## config.mk

```make
export PLATFORM = sky130hd
export DESIGN_NAME = pco_tlv_deframer_flat
export DESIGN_NICKNAME = d
export VERILOG_FILES = /design/src/sv/ptd_pkg.sv /design/src/sv/ptd_if.sv /design/src/sv/pco_tlv_deframer.sv /design/src/sv/ptd_parser.sv /design/src/sv/ptd_out_stage.sv /design/src/flat_wrapper.sv
export SDC_FILE = /design/constraint.sdc
export NUM_CORES = 1
export LEC_CHECK = 0
export BUFFER_PORTS_ARGS = -buffer_cell sky130_fd_sc_hd__buf_4
export CORE_AREA = 2 2 111 113
export DETAILED_ROUTE_END_ITERATION = 8
export DIE_AREA = 0 0 113 115
export MAX_ROUTING_LAYER = met4
export SYNTH_ARGS = -nofsm -noshare
export SYNTH_HDL_FRONTEND = slang
export SYNTH_SLANG_ARGS = --single-unit
export TNS_END_PERCENT = 50
```

## constraint.sdc

```tcl
create_clock -name clk_i -period 5.6 [get_ports clk_i]
set_clock_uncertainty 0.05 [all_clocks]
set_input_delay 0.56 -clock clk_i [delete_from_list [all_inputs] [get_ports clk_i]]
set_output_delay 0.56 -clock clk_i [all_outputs]
set_load 0.05 [all_outputs]
```

## src/sv/ptd_pkg.sv

```systemverilog
// ptd_pkg: types, constants and id classification helpers for the TLV deframer.
// Used by ptd_parser, ptd_out_stage and pco_tlv_deframer. No dependencies.
package ptd_pkg;

  // Container ids of the configuration protocols (always one-octet length)
  localparam logic [15:0] IdLcp  = 16'hC021;
  localparam logic [15:0] IdPap  = 16'hC023;
  localparam logic [15:0] IdChap = 16'hC223;
  localparam logic [15:0] IdIpcp = 16'h8021;
  // Additional-parameter ids with a two-octet length on the downlink
  localparam logic [15:0] IdWide0 = 16'h0023;
  localparam logic [15:0] IdWide1 = 16'h0024;
  localparam logic [15:0] IdWide2 = 16'h0030;

  typedef enum logic [2:0] {
    PH_ID_HI   = 3'd0,
    PH_ID_LO   = 3'd1,
    PH_LEN_HI  = 3'd2,
    PH_LEN_LO  = 3'd3,
    PH_CONTENT = 3'd4
  } ptd_phase_e;

  typedef struct packed {
    logic [15:0] container_id;
    logic        is_protocol;
    logic        has_data;
    logic [7:0]  content_byte;
    logic        last_of_container;
    logic        truncated;
  } ptd_result_t;

  function automatic logic id_is_protocol(input logic [15:0] id);
    return (id == IdLcp) || (id == IdPap) || (id == IdChap) || (id == IdIpcp);
  endfunction

  function automatic logic id_has_wide_length(input logic [15:0] id, input logic uplink);
    return !uplink && ((id == IdWide0) || (id == IdWide1) || (id == IdWide2));
  endfunction

endpackage

```

## src/sv/ptd_if.sv

```systemverilog
// ptd_if: valid/ready channel interfaces for the TLV deframer input and result words.
// Standalone; no package dependency.
interface ptd_in_if;
  logic       valid;
  logic       ready;
  logic [7:0] data_byte;
  logic       end_of_buffer;

  modport source (output valid, data_byte, end_of_buffer, input ready);
  modport sink   (input valid, data_byte, end_of_buffer, output ready);
endinterface

interface ptd_out_if;
  logic        valid;
  logic        ready;
  logic [15:0] container_id;
  logic        is_protocol;
  logic        has_data;
  logic [7:0]  content_byte;
  logic        last_of_container;
  logic        truncated;

  modport source (output valid, container_id, is_protocol, has_data, content_byte,
                  last_of_container, truncated, input ready);
  modport sink   (input valid, container_id, is_protocol, has_data, content_byte,
                  last_of_container, truncated, output ready);
endinterface

```

## src/sv/pco_tlv_deframer.sv

```systemverilog
// pco_tlv_deframer: top level of the protocol configuration option TLV deframer.
// Depends on ptd_pkg, ptd_if, ptd_parser and ptd_out_stage.
//
// Usage:
//  - in_i carries one octet of the options buffer per word, with end_of_buffer
//    set on the final octet. out_o carries one result word per content octet,
//    one per empty container, and one per container cut short by the buffer.
//  - Header octets (id and length) normally give no result word.
//  - cfg_we_i / cfg_wdata_i write uplink_direction; write only while idle.
//    The length width is chosen when the id completes.
// Data path: an input word lands in the input register and is parsed from there
//  into the result register, which drives out_o.
// Throughput: 1 word per cycle unless out_o stalls a result-making word; the
//  phase machine and 16-bit length counter advance once per octet.
// Reset: parser returns to "expect id high octet", id and length clear,
//  uplink_direction = 0, both registers empty.
// Stall: while out_o is held, a word that makes a result waits in the input
//  register; header words still pass through. in_i.ready drops only when the
//  input register holds a result-making word and the result register is full.
module pco_tlv_deframer
  import ptd_pkg::*;
(
  input  logic      clk_i,
  input  logic      rst_ni,
  input  logic      cfg_we_i,
  input  logic      cfg_wdata_i,
  ptd_in_if.sink    in_i,
  ptd_out_if.source out_o
);

  logic        uplink_q;

  // input register
  logic        s0_valid_q;
  logic [7:0]  s0_byte_q;
  logic        s0_eob_q;

  logic        emit;
  ptd_result_t result;
  logic        out_free;
  logic        s0_adv;
  logic        in_take;

  always_ff @(posedge clk_i or negedge rst_ni) begin
    if (!rst_ni) begin
      uplink_q <= 1'b0;
    end else if (cfg_we_i) begin
      uplink_q <= cfg_wdata_i;
    end
  end

  // word leaves the input register unless its result has nowhere to go
  assign s0_adv     = s0_valid_q && (!emit || out_free);
  assign in_i.ready = !s0_valid_q || s0_adv;
  assign in_take    = in_i.valid && in_i.ready;

  always_ff @(posedge clk_i or negedge rst_ni) begin
    if (!rst_ni) begin
      s0_valid_q <= 1'b0;
    end else if (in_take) begin
      s0_valid_q <= 1'b1;
    end else if (s0_adv) begin
      s0_valid_q <= 1'b0;
    end
  end

  always_ff @(posedge clk_i) begin
    if (in_take) begin
      s0_byte_q <= in_i.data_byte;
      s0_eob_q  <= in_i.end_of_buffer;
    end
  end

  ptd_parser u_parser (
    .clk_i       (clk_i),
    .rst_ni      (rst_ni),
    .uplink_i    (uplink_q),
    .step_i      (s0_adv),
    .data_byte_i (s0_byte_q),
    .eob_i       (s0_eob_q),
    .emit_o      (emit),
    .result_o    (result)
  );

  ptd_out_stage u_out (
    .clk_i    (clk_i),
    .rst_ni   (rst_ni),
    .load_i   (s0_adv && emit),
    .result_i (result),
    .free_o   (out_free),
    .out_o    (out_o)
  );

  // a drained result register empties unless refilled in the same cycle
  a_out_drain: assert property (@(posedge clk_i) disable iff (!rst_ni)
    (out_o.valid && out_o.ready && !(s0_adv && emit)) |=> !out_o.valid)
    else $error("result register did not drain");

  // a truncated result always closes its container
  a_trunc_last: assert property (@(posedge clk_i) disable iff (!rst_ni)
    (out_o.valid && out_o.truncated) |-> out_o.last_of_container)
    else $error("truncated result without last mark");

  // empty or header results carry a zero content octet
  a_no_data_zero: assert property (@(posedge clk_i) disable iff (!rst_ni)
    (out_o.valid && !out_o.has_data) |-> (out_o.content_byte == 8'h00))
    else $error("content octet set without data");

  // a result word never overwrites one still waiting
  a_no_overwrite: assert property (@(posedge clk_i) disable iff (!rst_ni)
    (out_o.valid && !out_o.ready) |-> !(s0_adv && emit))
    else $error("result overwritten while stalled");

endmodule

```

## src/sv/ptd_parser.sv

```systemverilog
// ptd_parser: container phase machine, id and length counter; one octet per step.
// Depends on ptd_pkg.
module ptd_parser
  import ptd_pkg::*;
(
  input  logic        clk_i,
  input  logic        rst_ni,
  input  logic        uplink_i,
  input  logic        step_i,
  input  logic [7:0]  data_byte_i,
  input  logic        eob_i,
  output logic        emit_o,
  output ptd_result_t result_o
);

  ptd_phase_e  phase_q, phase_d;
  logic [15:0] id_q, id_d;
  logic [15:0] rem_q, rem_d;
  logic        wide;
  logic        rem_zero;

  always_ff @(posedge clk_i or negedge rst_ni) begin
    if (!rst_ni) begin
      phase_q <= PH_ID_HI;
      id_q    <= '0;
      rem_q   <= '0;
    end else if (step_i) begin
      phase_q <= phase_d;
      id_q    <= id_d;
      rem_q   <= rem_d;
    end
  end

  // next state
  always_comb begin
    phase_d = PH_ID_HI;
    id_d    = id_q;
    rem_d   = rem_q;
    wide    = 1'b0;
    unique case (phase_q)
      PH_ID_HI: begin
        id_d    = {data_byte_i, 8'h00};
        phase_d = eob_i ? PH_ID_HI : PH_ID_LO;
      end
      PH_ID_LO: begin
        id_d    = {id_q[15:8], data_byte_i};
        wide    = !id_is_protocol(id_d) && id_has_wide_length(id_d, uplink_i);
        rem_d   = '0;
        phase_d = eob_i ? PH_ID_HI : (wide ? PH_LEN_HI : PH_LEN_LO);
      end
      PH_LEN_HI: begin
        rem_d   = {data_byte_i, 8'h00};
        phase_d = eob_i ? PH_ID_HI : PH_LEN_LO;
      end
      PH_LEN_LO: begin
        rem_d   = {rem_q[15:8], data_byte_i};
        phase_d = ((rem_d == '0) || eob_i) ? PH_ID_HI : PH_CONTENT;
      end
      PH_CONTENT: begin
        rem_d   = rem_q - 16'd1;
        phase_d = ((rem_d == '0) || eob_i) ? PH_ID_HI : PH_CONTENT;
      end
      default: phase_d = PH_ID_HI;
    endcase
  end

  assign rem_zero = (rem_d == '0);

  // result word
  always_comb begin
    emit_o                     = 1'b0;
    result_o.container_id      = id_d;
    result_o.is_protocol       = (phase_q != PH_ID_HI) && id_is_protocol(id_d);
    result_o.has_data          = 1'b0;
    result_o.content_byte      = 8'h00;
    result_o.last_of_container = 1'b1;
    result_o.truncated         = 1'b1;
    unique case (phase_q)
      PH_ID_HI, PH_ID_LO, PH_LEN_HI: emit_o = eob_i;
      PH_LEN_LO: begin
        emit_o             = rem_zero || eob_i;
        result_o.truncated = !rem_zero;
      end
      PH_CONTENT: begin
        emit_o                     = 1'b1;
        result_o.has_data          = 1'b1;
        result_o.content_byte      = data_byte_i;
        result_o.last_of_container = rem_zero || eob_i;
        result_o.truncated         = !rem_zero && eob_i;
      end
      default: emit_o = 1'b0;
    endcase
  end

endmodule

```

## src/sv/ptd_out_stage.sv

```systemverilog
// ptd_out_stage: result register driving the output channel.
// Depends on ptd_pkg and ptd_out_if.
module ptd_out_stage
  import ptd_pkg::*;
(
  input  logic            clk_i,
  input  logic            rst_ni,
  input  logic            load_i,
  input  ptd_result_t     result_i,
  output logic            free_o,
  ptd_out_if.source       out_o
);

  logic        valid_q;
  ptd_result_t res_q;

  // slot can take a word if empty or being drained this cycle
  assign free_o = !valid_q || out_o.ready;

  always_ff @(posedge clk_i or negedge rst_ni) begin
    if (!rst_ni) begin
      valid_q <= 1'b0;
    end else if (load_i) begin
      valid_q <= 1'b1;
    end else if (out_o.ready) begin
      valid_q <= 1'b0;
    end
  end

  always_ff @(posedge clk_i) begin
    if (load_i) begin
      res_q <= result_i;
    end
  end

  assign out_o.valid             = valid_q;
  assign out_o.container_id      = res_q.container_id;
  assign out_o.is_protocol       = res_q.is_protocol;
  assign out_o.has_data          = res_q.has_data;
  assign out_o.content_byte      = res_q.content_byte;
  assign out_o.last_of_container = res_q.last_of_container;
  assign out_o.truncated         = res_q.truncated;

endmodule
```

## src/flat_wrapper.sv

```systemverilog
// flat-port wrapper written by rule: the top's interface ports become plain ports
module pco_tlv_deframer_flat import ptd_pkg::*;
  (clk_i, rst_ni, cfg_we_i, cfg_wdata_i, in_i_valid, in_i_data_byte, in_i_end_of_buffer, in_i_ready, out_o_valid, out_o_container_id, out_o_is_protocol, out_o_has_data, out_o_content_byte, out_o_last_of_container, out_o_truncated, out_o_ready);
  ptd_in_if in_i_i ();
  ptd_out_if out_o_i ();
  input  logic clk_i;
  input  logic rst_ni;
  input  logic cfg_we_i;
  input  logic cfg_wdata_i;
  input wire logic [$bits(in_i_i.valid)-1:0] in_i_valid;
  input wire logic [$bits(in_i_i.data_byte)-1:0] in_i_data_byte;
  input wire logic [$bits(in_i_i.end_of_buffer)-1:0] in_i_end_of_buffer;
  output wire logic [$bits(in_i_i.ready)-1:0] in_i_ready;
  output wire logic [$bits(out_o_i.valid)-1:0] out_o_valid;
  output wire logic [$bits(out_o_i.container_id)-1:0] out_o_container_id;
  output wire logic [$bits(out_o_i.is_protocol)-1:0] out_o_is_protocol;
  output wire logic [$bits(out_o_i.has_data)-1:0] out_o_has_data;
  output wire logic [$bits(out_o_i.content_byte)-1:0] out_o_content_byte;
  output wire logic [$bits(out_o_i.last_of_container)-1:0] out_o_last_of_container;
  output wire logic [$bits(out_o_i.truncated)-1:0] out_o_truncated;
  input wire logic [$bits(out_o_i.ready)-1:0] out_o_ready;
  assign in_i_i.valid = in_i_valid;
  assign in_i_i.data_byte = in_i_data_byte;
  assign in_i_i.end_of_buffer = in_i_end_of_buffer;
  assign in_i_ready = in_i_i.ready;
  assign out_o_valid = out_o_i.valid;
  assign out_o_container_id = out_o_i.container_id;
  assign out_o_is_protocol = out_o_i.is_protocol;
  assign out_o_has_data = out_o_i.has_data;
  assign out_o_content_byte = out_o_i.content_byte;
  assign out_o_last_of_container = out_o_i.last_of_container;
  assign out_o_truncated = out_o_i.truncated;
  assign out_o_i.ready = out_o_ready;
  pco_tlv_deframer u_core (.clk_i(clk_i), .rst_ni(rst_ni), .cfg_we_i(cfg_we_i), .cfg_wdata_i(cfg_wdata_i), .in_i(in_i_i), .out_o(out_o_i));
endmodule
```

==> metrics.txt, run 1 <==
status=finished with violations; failing checks=design-rule violations; reg-to-reg critical path startpoint=u_core.u_parser.phase_q[2]$_DFFE_PN0P_; Via density=5.77; prevailing post-synth register cell=dfrtp_1; Die H=115 um; crit path kind=flip-flop to output pin; Ys Warns=0; CTS buffer count=9; CTS Root Cell=clkbuf_16; Overflow after GRT=0; Cell Area, Synth=4300 um2; Post-Synthesis Mean Instance Area=11.1 um2; Site Rows=40; Final setup viols=0; fin crit share=80.0%; Worst Hold Class=input port to async pin; cell seen most often among critical-path stages=nor4b_1; max cap viols=0; DRT Pass-1 Iters=7; drt wl/cell=19.2 um; largest net degree at the start of global routing=39; top cells by area, synth=edfxtp_1 26%, dfrtp_1 22%, mux2_4 8.0%; CP Launch Type=flip-flop; I/O pins=45; Final Max Tran Viols=0; syn_nets=403; CP Max Fanout=21; TNS Setup=0 ns; H-tree levels=3; routed via count=3284; Total Wirelength=11000 um; Clock Latency Late Sink=0.33 ns; dpl cells=553; global-route wire length before repair=17800 um; ys async rst share=50.7%; post-synthesis sequential area ratio=47.9%; #FFs+latches synth=75; reg-to-reg critical path endpoint=u_core.u_parser.rem_q[0]$_DFFE_PN0P_; CTS sink count=75; clock buffer depth=2; Pwr Total=3.10 mW; share of cells above drive strength 1=26.1%; pwr/cell area=617 nW/um2; Iter 0 DRT Violations=228; Worst R2R Setup Slack=1.17 ns; initial antenna violation count=0; die width=113 um; P&R area growth vs syn=16.9%; Net count, final=434; slew margin rel.=22.4%; Post-synth top cells=38 x dfrtp_1, 37 x edfxtp_1, 33 x nand2_1; P_leak=2.06 nW; Total GRT Usage=18.0%; vias in the first global route=3297; maximum VDD drop=0.000216 V; Final min period=4.48 ns; Synth cell types=66; Final Non-Filler Cells=569; Worst EP arrival=3.87 ns; final-report hold violation count=0; Synth area leader=edfxtp_1; RSZ-0062 raised after global routing=false; crit path max-delay cell type=nor4b_1; cts repair resizes=0; Worst Tran Pin Value=1.15 ns; Starting Density=36.4%; remaining antenna violation count after routing=0; hold_buf cts=0; Post-CTS Setup Bufs=0; gate count of the mapped netlist=386; Max Fclk=0.223 GHz; detailed placement HPWL=7620 um; CTS tree=yes; most numerous cell in the Yosys netlist=dfrtp_1; critical path, cell by cell=nor4b_1 > nor4b_1 > o21ai_0 > a21oi_1 > nor4b_4 > nand4_2 > nand2_1 > nand3_1 > buf_4; Port Buf Inserts=44; antenna fix cells=0; Reg clk slew, reported paths=0.06 ns; worst reg2reg path depth=8; CP max stage delay=0.99 ns; Post-synth EDFFs=37; GP Congestion=0.932; Synth top area share=25.8%; Core Area=11800 um2; Die Area=13000 um2; Critical Path End Type=output pin; CP required=4.99 ns; DRC=4
-- cell families (layout without fill, tap and decap cells) --
group / count (synthesis) / in the layout / synth area share, %
simple gates: 126 / 126 / 17.6
compound gates: 86 / 86 / 13.8
flops: 75 / 75 / 47.9
buf+inv: 43 / 79 / 4.86
mux: 42 / 42 / 12.8
xor+xnor: 11 / 11 / 2.24
fa+ha+maj: 3 / 3 / 0.814
-- through the flow --
step	setup WS, ns	util [%]	hold slack [ns]	cell area (um2)
global placement	1.37	39.8	0.451	4700
finish	1.12	42.6	0.155	5030
CTS	1.26	42.6	0.174	5030
global route	0.882	42.6	0.192	5030
floorplan	1.60	-	0.214	4300
detailed placement	1.36	39.8	0.447	4700
-- flip-flops by register name, summed over array words and instances, names as in the netlist, 3 cells and up --
register / count
u_core.u_out.out_o.container_id: 16
u_core.u_parser.id_q: 16
u_core.u_parser.rem_q: 16
u_core.s0_byte_q: 8
u_core.u_out.out_o.content_byte: 8
u_core.u_parser.phase_q: 3
-- placed cells by master, fill, tap and decap left out, drive strengths merged, types with 3 or more instances in the layout --
master,count
a211oi,6
a21o,5
a21oi,11
a31oi,6
a32o,3
a32oi,4
and2,12
and3,4
buf,48
clkbuf,9
dfrtp,38
edfxtp,37
inv,19
mux2,36
mux2i,6
nand2,33
nand3,6
nand4,8
nand4b,3
nor2,14
nor2b,7
nor3,9
nor4,8
nor4b,7
nor4bb,3
o211ai,3
o21ai,22
o22ai,3
xnor2,8
xor2,3
-- cell type report --
type                            count  area [um2]
Clock inverter                      7         106
Timing Repair Buffer               48         360
Sequential cell                    75        2060
Inverter                           15        56.3
Tap cell                          147         184
Fill cell                        1136        6780
Multi-Input combinational cell    268        2040
Clock buffer                        9         225
-- metal layers --
layer | vias to the layer above | global-route usage, % | part of all wire, %
met5 | - | - | 0
met3 | 13 | 2.32 | 5.3
li1 | 1520 | - | -
met1 | 1627 | 24.5 | 46
met4 | 0 | 6.34 | 1.4
met2 | 124 | 27.8 | 47
-- how the worst max path moves through the flow --
stage,startpoint,to,cells past startpoint
3_5_place_dp,u_core.u_parser.phase_q[2]$_DFFE_PN0P_,u_core.u_parser.rem_q[0]$_DFFE_PN0P_,8
2_1_floorplan,u_core.u_parser.rem_q[4]$_DFFE_PN0P_,u_core.u_out.out_o.container_id[0]$_DFFE_PP_,8
6_report,u_core.u_parser.phase_q[2]$_DFFE_PN0P_,in_i_ready,9
5_1_grt,u_core.u_parser.phase_q[2]$_DFFE_PN0P_,in_i_ready,9
4_1_cts,u_core.u_parser.phase_q[2]$_DFFE_PN0P_,in_i_ready,9
3_3_place_gp,u_core.u_parser.phase_q[2]$_DFFE_PN0P_,u_core.u_parser.rem_q[0]$_DFFE_PN0P_,8
-- critical path: cells and delay by family (launching register included) --
family	cells	cell delay, ns
AOI/OAI and AO/OA	2	0.43
buffers and inverters	1	0.21
DFF	1	0.75
and+or+nand+nor	6	2.15
-- power breakdown --
| group | internal [mW] | switching, mW | total, mW |
|---|---|---|---|
| registers | 0.779 | 0.220 | 0.998 |
| logic | 0.612 | 0.841 | 1.45 |
| clock network | 0.399 | 0.252 | 0.651 |
| total | 1.79 | 1.31 | 3.10 |
Note: power is estimated with default switching activity, not from simulation.
==> run 2, diff against run 1 <==
==> constraint.sdc (replaced) <==
create_clock -name clk_i -period 4.3 [get_ports clk_i]
set_clock_uncertainty 0.05 [all_clocks]
set_input_delay 0.43 -clock clk_i [delete_from_list [all_inputs] [get_ports clk_i]]
set_output_delay 0.43 -clock clk_i [all_outputs]
set_load 0.05 [all_outputs]
==> metrics.txt, run 2 (same netlist as run 1, synthesis figures left out) <==
status=finished with violations (unchanged); failing checks=design-rule violations (unchanged); final-report hold violation count=0 (unchanged); detailed placement HPWL=7650 um (was 7620 um); Starting Density=36.4% (unchanged); antenna fix cells=0 (unchanged); slew margin rel.=41.8% (was 22.4%); DRC=4 (unchanged); hold_buf cts=0 (unchanged); Via density=5.69 (was 5.77); CTS sink count=75 (unchanged); Max Fclk=0.260 GHz; CTS buffer count=9 (unchanged); Final Max Tran Viols=0 (unchanged); Final min period=3.85 ns; Net count, final=443 (was 434); Worst Tran Pin Value=0.869 ns (was 1.15 ns); crit path max-delay cell type=nor4bb_1 (was nor4b_1); Total GRT Usage=18.2% (was 18.0%); fin crit share=89.6%; highest routed layer=met4 (unchanged); Total Wirelength=11200 um (was 11000 um); clock buffer depth=2 (unchanged); Worst Hold Class=input port to async pin (unchanged); register area=2060 um2 (unchanged); Clock Latency Late Sink=0.33 ns (about the same); Worst EP arrival=3.37 ns (was 3.87 ns); met2 wire length=5150 um (was 5160 um); critical path, cell by cell=inv_1 > ha_1 > nor4bb_1 > nand4_1 > a21oi_1 > o21bai_1 > nor4b_4 > nand4_2 > buf_4 > nand2_1 > nand3_1 > buf_4 (was nor4b_1 > nor4b_1 > o21ai_0 > a21oi_1 > nor4b_4 > nand4_2 > nand2_1 > nand3_1 > buf_4); P&R area growth vs syn=17.8% (was 16.9%); RSZ-0062 raised after global routing=false (unchanged); Iter 0 DRT Violations=281 (was 228); share of cells above drive strength 1=27.1% (was 26.1%); met1 WL=5080 um (was 5050 um); Post-CTS Setup Bufs=0 (unchanged); crit path kind=flip-flop to output pin (unchanged); commonest cells after routing, fill and taps aside=56 x buf_4, 38 x dfrtp_1, 37 x edfxtp_1 (was 48 x buf_4, 38 x dfrtp_1, 37 x edfxtp_1); CTS tree=yes (unchanged); multi-input logic area=2040 um2 (unchanged); H-tree levels=3 (unchanged); P_leak=2.09 nW (was 2.06 nW); vias in the first global route=3223 (was 3297); Port Buf Inserts=44 (unchanged); CTS Root Cell=clkbuf_16 (unchanged); cell seen most often among critical-path stages=buf_4 (was nor4b_1); Site Rows=40 (unchanged); drt wl/cell=19.4 um (was 19.2 um); Core Area=11800 um2 (unchanged); DRT Pass-1 Iters=7 (unchanged); global-route wire length before repair=17800 um (about the same); pwr/cell area=787 nW/um2 (was 617 nW/um2); Die H=115 um (unchanged); cts repair resizes=0 (unchanged); CP Launch Type=flip-flop (unchanged); Pwr Total=3.99 mW (was 3.10 mW); Overflow after GRT=0 (unchanged); max cap viols=0 (unchanged); GP Congestion=1.01 (was 0.932); TNS Setup=0 ns (unchanged); Critical Path End Type=output pin (unchanged); remaining antenna violation count after routing=0 (unchanged); routed via count=3288 (was 3284); maximum VDD drop=0.000384 V (was 0.000216 V); Reg clk slew, reported paths=0.06 ns (about the same); FILL cells=1147 (was 1136); initial antenna violation count=0 (unchanged); die width=113 um (unchanged); commonest non-fill, non-tap cell in the layout=buf_4 (unchanged); I/O pins=45 (unchanged); CP max stage delay=0.54 ns (was 0.99 ns); met3 WL=751 um (was 584 um); largest net degree at the start of global routing=39 (unchanged); CP Max Fanout=7 (was 21); Die Area=13000 um2 (unchanged); Final setup viols=0 (unchanged); CP required=3.82 ns (was 4.99 ns)
run 2: stage by stage:
step	hold slack, ns	instances	worst slack (ns)	cell area [um2]	utilization (%)
after floorplan	0.0844	386	0.302	4300	-
after global placement	0.404	562	0.736	4780	40.5
after detailed placement	0.404	562	0.711	4780	40.5
after CTS	0.0522	578	0.490	5070	42.9
after global routing	0.0717	578	0.236	5070	42.9
final	0.0231	578	0.449	5070	42.9
run 2: layer usage:
layer | vias up | global-route usage [%]
met4 | 0 | 6.75
met2 | 111 | 26.7
li1 | 1540 | -
met3 | 22 | 3.53
met1 | 1615 | 24.9
met5 | - | -
run 2: final cells by class:
type	count	share of cell area (%)
Clock inverter	5	1.11
Timing Repair Buffer	57	8.69
Inverter	15	1.11
Multi-Input combinational cell	268	40.2
Tap cell	147	3.63
Clock buffer	11	4.59
Sequential cell	75	40.7
run 2: critical path: cells and delay by family (launching register included):
family	cells	cell delay (ns)
simple gates	6	1.37
buf+inv	3	0.55
flops	1	0.45
compound gates	2	0.40
fa+ha+maj	1	0.29
run 2: power by group:
group | switching (mW) | internal (mW) | total (mW) | leakage (nW)
Clock | 0.295 | 0.449 | 0.744 | 0.139
Sequential | 0.223 | 1.02 | 1.24 | 0.832
Combinational | 1.17 | 0.839 | 2.01 | 1.12
run 2: worst paths after layout:
check,start,endpoint,slack [ns],cells past startpoint
worst min register to register,u_core.u_parser.id_q[4]$_DFFE_PN0P_,u_core.u_parser.id_q[4]$_DFFE_PN0P_,0.46,1
worst min-delay path,rst_ni,u_core.u_parser.rem_q[7]$_DFFE_PN0P_,0.02,1
max in group asynchronous,rst_ni,u_core.u_parser.id_q[0]$_DFFE_PN0P_,3.79,1
worst max-delay path,u_core.u_parser.rem_q[0]$_DFFE_PN0P_,in_i_ready,0.45,12
worst max register to register,u_core.u_parser.rem_q[0]$_DFFE_PN0P_,u_core.u_parser.id_q[14]$_DFFE_PN0P_,0.63,11
min in group clk_i,in_i_data_byte[2],u_core.s0_byte_q[2]$_DFFE_PP_,0.22,1
